<file path="src/rtl/core/mka_pkg.sv">
// mka_pkg: shared types, codes and reset constants for the mac keyed id allocator
// depends on nothing; imported by mac_keyed_id_allocator and its testbench
`timescale 1ns / 1ps
`default_nettype none

package mka_pkg;

  localparam int unsigned TABLE_DEPTH_DEF = 32;
  localparam int unsigned RESULT_LIMIT    = 32;
  localparam int unsigned MATCH_W         = $clog2(RESULT_LIMIT + 1);

  localparam int unsigned MAC_W  = 48;
  localparam int unsigned TYPE_W = 16;
  localparam int unsigned ID_W   = 16;
  localparam int unsigned CFG_W  = 16;

  localparam logic [ID_W-1:0]   FIRST_ID_RST      = 16'd100;
  localparam logic [TYPE_W-1:0] OPERATOR_TYPE_RST = 16'd20001;
  localparam logic [TYPE_W-1:0] VEHICLE_TYPE_RST  = 16'd10001;

  localparam logic CMD_REQUEST = 1'b0;
  localparam logic CMD_QUERY   = 1'b1;

  typedef enum logic [2:0] {
    STAT_NEW   = 3'd0,
    STAT_KNOWN = 3'd1,
    STAT_FULL  = 3'd2,
    STAT_ENTRY = 3'd3,
    STAT_EMPTY = 3'd4
  } status_e;

  typedef enum logic [1:0] {
    QK_ALL      = 2'd0,
    QK_OPERATOR = 2'd1,
    QK_VEHICLE  = 2'd2,
    QK_MAC      = 2'd3
  } qkind_e;

  typedef enum logic [1:0] {
    CFG_FIRST_ID = 2'd0,
    CFG_OPERATOR = 2'd1,
    CFG_VEHICLE  = 2'd2
  } cfg_idx_e;

  typedef enum logic [1:0] {
    FSM_IDLE,
    FSM_SCAN,
    FSM_DONE
  } fsm_e;

  typedef struct packed {
    logic [MAC_W-1:0]  mac;
    logic [TYPE_W-1:0] node_type;
    logic [ID_W-1:0]   id;
  } entry_t;

endpackage

`default_nettype wire

</file>
<file path="src/rtl/core/mac_keyed_id_allocator.sv">
// mac keyed id allocator: node table scanned one entry per cycle by a small sequencer,
// except while a second match waits for the output to drain; a request that hits
// stops its scan early; one transaction in work at a time, so the transaction rate is
// set by the single table read port and its compare; the scan is held only by a
// stalled output
// reset clears the entry count, the sequencer and the config registers; the table
// itself is not cleared and only entries below the count are ever read
`timescale 1ns / 1ps
`default_nettype none

module mac_keyed_id_allocator #(
  parameter int unsigned TABLE_DEPTH = mka_pkg::TABLE_DEPTH_DEF
) (
  input  wire logic                        clk_i,
  input  wire logic                        rst_ni,
  input  wire logic                        in_valid_i,
  output logic                             in_ready_o,
  input  wire logic                        command_i,
  input  wire logic [mka_pkg::MAC_W-1:0]   mac_i,
  input  wire logic [mka_pkg::TYPE_W-1:0]  node_type_i,
  input  wire logic [1:0]                  query_kind_i,
  output logic                             out_valid_o,
  input  wire logic                        out_ready_i,
  output logic [2:0]                       status_o,
  output logic [mka_pkg::ID_W-1:0]         subsystem_id_o,
  output logic [mka_pkg::TYPE_W-1:0]       entry_type_o,
  output logic [mka_pkg::MAC_W-1:0]        entry_mac_o,
  output logic                             last_item_o,
  input  wire logic                        cfg_we_i,
  input  wire logic [1:0]                  cfg_idx_i,
  input  wire logic [mka_pkg::CFG_W-1:0]   cfg_data_i
);
  import mka_pkg::*;

  localparam int unsigned IdxW = (TABLE_DEPTH > 1) ? $clog2(TABLE_DEPTH) : 1;
  localparam int unsigned CntW = $clog2(TABLE_DEPTH + 1);

  // table memory, one read and one write port
  entry_t mem_q [TABLE_DEPTH];
  entry_t rdata_q;
  logic   rd_en;
  logic   wr_en;
  entry_t wdata;

  fsm_e state_q, state_d;
  logic [CntW-1:0]    entry_count_q, entry_count_d;
  logic [ID_W-1:0]    next_id_q, next_id_d;
  logic [TYPE_W-1:0]  op_type_q, op_type_d;
  logic [TYPE_W-1:0]  veh_type_q, veh_type_d;

  // latched transaction
  logic               cmd_q, cmd_d;
  logic [MAC_W-1:0]   mac_q, mac_d;
  logic [TYPE_W-1:0]  type_q, type_d;
  logic [1:0]         kind_q, kind_d;

  // scan control
  logic [CntW-1:0]    rd_idx_q, rd_idx_d;
  logic               cv_q, cv_d;
  logic [MATCH_W-1:0] match_cnt_q, match_cnt_d;
  logic               held_v_q, held_v_d;
  entry_t             held_q, held_d;

  // output register
  logic               out_valid_q, out_valid_d;
  logic [2:0]         status_q, status_d;
  logic [ID_W-1:0]    out_id_q, out_id_d;
  logic [TYPE_W-1:0]  out_type_q, out_type_d;
  logic [MAC_W-1:0]   out_mac_q, out_mac_d;
  logic               out_last_q, out_last_d;

  logic               hit;
  logic               cmp_hit;
  logic               out_free;
  logic               stall;
  logic               stop;
  logic               issue;
  logic [MATCH_W-1:0] match_next;

  always_ff @(posedge clk_i) begin
    if (wr_en) begin
      mem_q[entry_count_q[IdxW-1:0]] <= wdata;
    end
    if (rd_en) begin
      rdata_q <= mem_q[rd_idx_q[IdxW-1:0]];
    end
  end

  always_comb begin
    case (kind_q)
      QK_ALL:      hit = 1'b1;
      QK_OPERATOR: hit = (rdata_q.node_type == op_type_q);
      QK_VEHICLE:  hit = (rdata_q.node_type == veh_type_q);
      default:     hit = (rdata_q.mac == mac_q);
    endcase
    if (cmd_q == CMD_REQUEST) begin
      hit = (rdata_q.mac == mac_q);
    end
  end

  assign cmp_hit    = cv_q && hit;
  assign out_free   = !out_valid_q || out_ready_i;
  // a second match has to push the held one out first
  assign stall      = cmp_hit && held_v_q && !out_free;
  assign match_next = match_cnt_q + MATCH_W'(cmp_hit);
  assign stop       = (cmd_q == CMD_REQUEST) ? (held_v_q || cmp_hit)
                                             : (match_next == MATCH_W'(RESULT_LIMIT));
  assign issue      = !stall && (rd_idx_q < entry_count_q) && !stop;

  always_comb begin
    state_d       = state_q;
    entry_count_d = entry_count_q;
    next_id_d     = next_id_q;
    op_type_d     = op_type_q;
    veh_type_d    = veh_type_q;
    cmd_d         = cmd_q;
    mac_d         = mac_q;
    type_d        = type_q;
    kind_d        = kind_q;
    rd_idx_d      = rd_idx_q;
    cv_d          = cv_q;
    match_cnt_d   = match_cnt_q;
    held_v_d      = held_v_q;
    held_d        = held_q;
    out_valid_d   = out_valid_q;
    status_d      = status_q;
    out_id_d      = out_id_q;
    out_type_d    = out_type_q;
    out_mac_d     = out_mac_q;
    out_last_d    = out_last_q;
    rd_en         = 1'b0;
    wr_en         = 1'b0;
    wdata         = '{mac: mac_q, node_type: type_q, id: next_id_q};
    in_ready_o    = (state_q == FSM_IDLE);

    if (out_valid_q && out_ready_i) begin
      out_valid_d = 1'b0;
    end

    case (state_q)
      FSM_IDLE: begin
        if (in_valid_i) begin
          cmd_d       = command_i;
          mac_d       = mac_i;
          type_d      = node_type_i;
          kind_d      = query_kind_i;
          rd_idx_d    = '0;
          cv_d        = 1'b0;
          match_cnt_d = '0;
          held_v_d    = 1'b0;
          state_d     = FSM_SCAN;
        end
      end
      FSM_SCAN: begin
        if (!stall) begin
          if (cmp_hit) begin
            if (held_v_q) begin
              out_valid_d = 1'b1;
              status_d    = STAT_ENTRY;
              out_id_d    = held_q.id;
              out_type_d  = held_q.node_type;
              out_mac_d   = held_q.mac;
              out_last_d  = 1'b0;
            end
            held_d      = rdata_q;
            held_v_d    = 1'b1;
            match_cnt_d = match_next;
          end
          if (issue) begin
            rd_en    = 1'b1;
            rd_idx_d = rd_idx_q + CntW'(1);
            cv_d     = 1'b1;
          end else begin
            cv_d = 1'b0;
          end
          if (!cv_q && !issue) begin
            state_d = FSM_DONE;
          end
        end
      end
      FSM_DONE: begin
        if (out_free) begin
          out_valid_d = 1'b1;
          out_last_d  = 1'b1;
          state_d     = FSM_IDLE;
          if (held_v_q) begin
            status_d   = (cmd_q == CMD_REQUEST) ? STAT_KNOWN : STAT_ENTRY;
            out_id_d   = held_q.id;
            out_type_d = held_q.node_type;
            out_mac_d  = held_q.mac;
          end else if (cmd_q == CMD_QUERY) begin
            status_d   = STAT_EMPTY;
            out_id_d   = '0;
            out_type_d = '0;
            out_mac_d  = '0;
          end else if (entry_count_q == CntW'(TABLE_DEPTH)) begin
            status_d   = STAT_FULL;
            out_id_d   = '0;
            out_type_d = type_q;
            out_mac_d  = mac_q;
          end else begin
            status_d      = STAT_NEW;
            out_id_d      = next_id_q;
            out_type_d    = type_q;
            out_mac_d     = mac_q;
            wr_en         = 1'b1;
            next_id_d     = next_id_q + ID_W'(1);
            entry_count_d = entry_count_q + CntW'(1);
          end
        end
      end
      default: begin
        state_d = FSM_IDLE;
      end
    endcase

    if (cfg_we_i) begin
      case (cfg_idx_i)
        CFG_FIRST_ID: begin
          // the counter follows first_id only while the table is empty
          if (entry_count_q == '0) begin
            next_id_d = cfg_data_i[ID_W-1:0];
          end
        end
        CFG_OPERATOR: op_type_d  = cfg_data_i[TYPE_W-1:0];
        CFG_VEHICLE:  veh_type_d = cfg_data_i[TYPE_W-1:0];
        default: ;
      endcase
    end
  end

  always_ff @(posedge clk_i or negedge rst_ni) begin
    if (!rst_ni) begin
      state_q       <= FSM_IDLE;
      entry_count_q <= '0;
      next_id_q     <= FIRST_ID_RST;
      op_type_q     <= OPERATOR_TYPE_RST;
      veh_type_q    <= VEHICLE_TYPE_RST;
      cv_q          <= 1'b0;
      held_v_q      <= 1'b0;
      out_valid_q   <= 1'b0;
    end else begin
      state_q       <= state_d;
      entry_count_q <= entry_count_d;
      next_id_q     <= next_id_d;
      op_type_q     <= op_type_d;
      veh_type_q    <= veh_type_d;
      cv_q          <= cv_d;
      held_v_q      <= held_v_d;
      out_valid_q   <= out_valid_d;
    end
  end

  always_ff @(posedge clk_i) begin
    cmd_q       <= cmd_d;
    mac_q       <= mac_d;
    type_q      <= type_d;
    kind_q      <= kind_d;
    rd_idx_q    <= rd_idx_d;
    match_cnt_q <= match_cnt_d;
    held_q      <= held_d;
    status_q    <= status_d;
    out_id_q    <= out_id_d;
    out_type_q  <= out_type_d;
    out_mac_q   <= out_mac_d;
    out_last_q  <= out_last_d;
  end

  assign out_valid_o    = out_valid_q;
  assign status_o       = status_q;
  assign subsystem_id_o = out_id_q;
  assign entry_type_o   = out_type_q;
  assign entry_mac_o    = out_mac_q;
  assign last_item_o    = out_last_q;

endmodule

`default_nettype wire

</file>
<file path="config.mk">
export PLATFORM = sky130hd
export DESIGN_NAME = mac_keyed_id_allocator
export DESIGN_NICKNAME = d
export VERILOG_FILES = /design/src/rtl/core/mka_pkg.sv /design/src/rtl/core/mac_keyed_id_allocator.sv
export SDC_FILE = /design/constraint.sdc
export NUM_CORES = 2
export LEC_CHECK = 0
export ABC_AREA = 1
export BUFFER_PORTS_ARGS = -buffer_cell sky130_fd_sc_hd__buf_2
export CELL_PAD_IN_SITES_DETAIL_PLACEMENT = 2
export CELL_PAD_IN_SITES_GLOBAL_PLACEMENT = 2
export CORE_MARGIN = 2
export CORE_UTILIZATION = 41
export DETAILED_ROUTE_END_ITERATION = 10
export GPL_ROUTABILITY_DRIVEN = 0
export PLACE_DENSITY_LB_ADDON = 0.1
export SLEW_MARGIN = 20
export SYNTH_ARGS = -nofsm -noshare
export SYNTH_HDL_FRONTEND = slang
export SYNTH_SLANG_ARGS = --single-unit
</file>
<file path="constraint.sdc">
create_clock -name clk_i -period 9.5 [get_ports clk_i]
set_input_delay 2.375 -clock clk_i [delete_from_list [all_inputs] [get_ports clk_i]]
set_output_delay 2.375 -clock clk_i [all_outputs]
set_load 0.02 [all_outputs]
</file>
==> results.json <==
{
  "row_count": 193,
  "insertion_delay_ns": 0.93,
  "clock.fmax_mhz": 162,
  "grt_overflow": 0,
  "hold_viol": 0,
  "drive_gt1_frac": 0.107,
  "grt_pass1_vias": 80000,
  "io_buffers": 175,
  "worstPathRequired_ns": 10.03,
  "routedWlPerCell_um": 34.9,
  "cts_tree": "built",
  "fp.dieArea_um2": 282000,
  "setup_violations": 0,
  "met2_usage": 0.501,
  "p_comb_frac": 0.315,
  "total_power_uw": 42200,
  "seqPwrFrac": 0.387,
  "ant_nets": 0,
  "tightest_slew_ns": 1.27,
  "maxSlewViolCount": 0,
  "top_usage_layer": "met2",
  "dpl.hpwl_mm": 238,
  "synthFlopType": "edfxtp_1",
  "post-place-cells": 11800,
  "synthArstFlopShare": 0.0201,
  "clk_pin_slew_ns": 0.07,
  "gr-usage-met3": 0.0369,
  "avgViaCountPerCell": 6.12,
  "timing.rr.start": "mac_q[47]$_DFFE_PP_",
  "whs_endpoint": "held_q[9]$_DFFE_PP_",
  "reg2reg_to": "rdata_q[58]$_DFFE_PP_",
  "track_usage": 0.302,
  "critPathArrivalTime_ns": 6.71,
  "hp-start": "rdata_q[9]$_DFFE_PP_",
  "fin_nets": 8503,
  "ios": 176,
  "powerDensity_nw_per_um2": 325,
  "drc": 0,
  "min_delay_path_depth": 0,
  "hold_ws_ns": 0.420,
  "ys_types": 49,
  "hold_buffers": 0,
  "p_clk_frac": 0.298,
  "antenna_found_initial": 27,
  "synth_nets": 8345,
  "clockBufferDepth": 4,
  "num-fill-cells": 26400,
  "ir_drop_uv": 287,
  "fp.dieW_um": 531,
  "hold_path.class": "reg2reg",
  "synth-seq-cells": 2942,
  "period_share": 0.650,
  "endpoint_kind": "flop",
  "drv_cap": 0,
  "avgSynthCellArea_um2": 13.8,
  "critPathMaxFanout": 45,
  "grt_pass1_wl_mm": 610,
  "syn_to_final_growth_pct": 14.1,
  "htreeDepth": 5,
  "synth_area_um2": 114000,
  "synth_edf_count": 2883,
  "crit_start": "mac_q[47]$_DFFE_PP_",
  "wl_mm": 431,
  "status": "finished clean",
  "leakagePower_uw": 0.0418,
  "path_class": "reg2reg",
  "cts_resized": 0,
  "drt_iter0_markers": 8424,
  "p_sw_frac": 0.386,
  "start_util": 0.412,
  "die_y_um": 531,
  "final_cells": 12400,
  "firstDrtPassIters": 5,
  "p_sw_uw": 16300,
  "grtUsageMet1": 0.415,
  "internal_power_uw": 25900,
  "grt_max_degree": 166,
  "fin_setup_tns_ns": 0,
  "postLayoutCoreUtil": 0.470,
  "ys.warnings.count": 0,
  "ff2ff_setup_slack_ns": 3.33,
  "finalCriticalPeriod_ns": 6.17,
  "reg2regPathDepth": 21,
  "clk_root_buffer_cell": "clkbuf_16",
  "cp-start-kind": "flop",
  "cts_sinks": 2942,
  "post_cts_buffers": 0,
  "vias": 75600,
  "worst_clock_skew_ns": 0.0501,
  "slew_headroom": 0.152,
  "design.core.area_um2": 276000,
  "postSynthCellCount": 8235,
  "seq_area_frac_synth": 0.773,
  "rsz0062_at_grt": "no",
  "numCtsBuffers": 322
}
## cells by family (layout without fill, tap and decap cells)
group / Yosys count / in the layout / synth area share
compound gates: 2343 / 2343 / 0.121
xor+xnor: 51 / 51 / 0.00392
fa+ha+maj: 20 / 20 / 0.00220
buf+inv: 723 / 1132 / 0.0253
flops: 2942 / 2942 / 0.773
other cells: 0 / 13 / 0
simple gates: 2156 / 2156 / 0.0747
## sequential cells by signal, summed over array words and instances (netlist names)
register        count
cv_q                1
rd_idx_q            6
match_cnt_q         6
status_o            3
entry_count_q       6
rdata_q            80
out_valid_o         1
mac_q              48
mem_q            2560
entry_type_o       16
cmd_q               1
held_v_q            1
state_q             2
next_id_q          16
subsystem_id_o     16
entry_mac_o        48
op_type_q          16
type_q             16
last_item_o         1
held_q             80
kind_q              2
veh_type_q         16
## cells in the mapped netlist, drive strengths merged (30+ instances only)
master  instances  area, µm²
dfrtp          44       1100
a22o           37        324
a21oi          54        282
xnor2          35        307
edfxtp       2883      86600
buf           123        628
nand3         140        701
o22ai         418       2620
nor3           30        155
a31oi          32        200
a221oi         30        263
inv           162        608
clkbuf        437       1640
o221ai        226       1980
o21ai        1440       7210
nor2         1469       5540
nand4          39        256
nand2         464       1750
## power by group through the flow
stage	clock network (µW)	registers, µW	logic [µW]
3_3_place_gp	0	16600	12600
6_report	12600	16300	13300
5_1_grt	13200	16400	14200
4_1_cts	12800	16300	13200
2_1_floorplan	0	16700	6760
3_5_place_dp	0	16600	13100
## per-layer routing
| metal | vias to the layer above | wire length [µm] |
|---|---|---|
| met5 | - | 58 |
| met4 | 8 | 14900 |
| met3 | 684 | 26700 |
| met2 | 2791 | 208000 |
| met1 | 40700 | 182000 |
| li1 | 31400 | - |
## worst max-delay path, cell delays in order, from the launching register on
cell	delay, ns
edfxtp_1	0.34
buf_4	0.35
inv_1	0.16
nand2_1	0.40
o21ai_1	0.51
nor3b_1	0.32
nand3_1	0.15
nor2_1	0.11
nand2_1	0.35
a21oi_4	0.38
ha_1	0.20
nand2_1	0.08
nor2_1	0.11
inv_1	0.08
nor2_1	0.23
xor2_1	0.14
nand3_1	0.11
nand2_1	0.06
nand2_1	0.11
nand4_2	0.20
inv_6	0.54
buf_4	0.73
## final cells by class
cell class                      count  area [µm²]  share of cell area
Antenna cell                       13        32.5            0.000250
Clock buffer                      402        8530              0.0656
Clock inverter                    173        1800              0.0138
Inverter                          163         674             0.00519
Multi-Input combinational cell   4570       23300               0.179
Sequential cell                  2942       88100               0.678
Tap cell                         3705        4640              0.0357
Timing Repair Buffer              394        2970              0.0229
## per-stage QoR
step / setup slack, ns / area [µm²]
after global routing: 3.05 / 130000
after CTS: 3.50 / 130000
after floorplan: 0.157 / 114000
final: 3.33 / 130000
after detailed placement: 3.40 / 120000
after global placement: 3.46 / 119000
## placed cells by master (no fill, tap or decap), types with 7 or more instances in the layout
cell type and instances:
clkinv_2 49, diode_2 13, inv_2 10, nand3_1 139
a41oi_1 17, buf_4 181, a31oi_1 32, nand2_1 460
bufinv_16 30, dfrtp_1 39, inv_6 10, nor2_1 1434
a21oi_1 53, inv_1 143, edfxtp_1 2883, dfstp_2 15
buf_12 32, xor2_1 16, clkinv_1 65, buf_2 175
xnor2_1 35, o221ai_1 226, clkbuf_16 328, ha_1 20
a221o_1 17, nor2_4 35, a22o_1 37, nor3_1 29
nand4_1 37, clkbuf_1 70, o21ai_1 53, a221oi_1 30
o211ai_1 29, a32oi_1 26, clkinv_8 7, o21ai_0 1387
o22ai_1 418
## worst max path at each step
stage	end	slack, ns
6_report	rdata_q[58]$_DFFE_PP_	3.33
5_1_grt	rdata_q[77]$_DFFE_PP_	3.05
4_1_cts	mem_q[25][75]$_DFFE_PP_	3.50
3_5_place_dp	mem_q[22][38]$_DFFE_PP_	3.40
3_3_place_gp	mem_q[22][38]$_DFFE_PP_	3.46
2_1_floorplan	entry_mac_o[0]$_DFFE_PP_	0.16
Note: power is estimated with default switching activity, not from simulation.
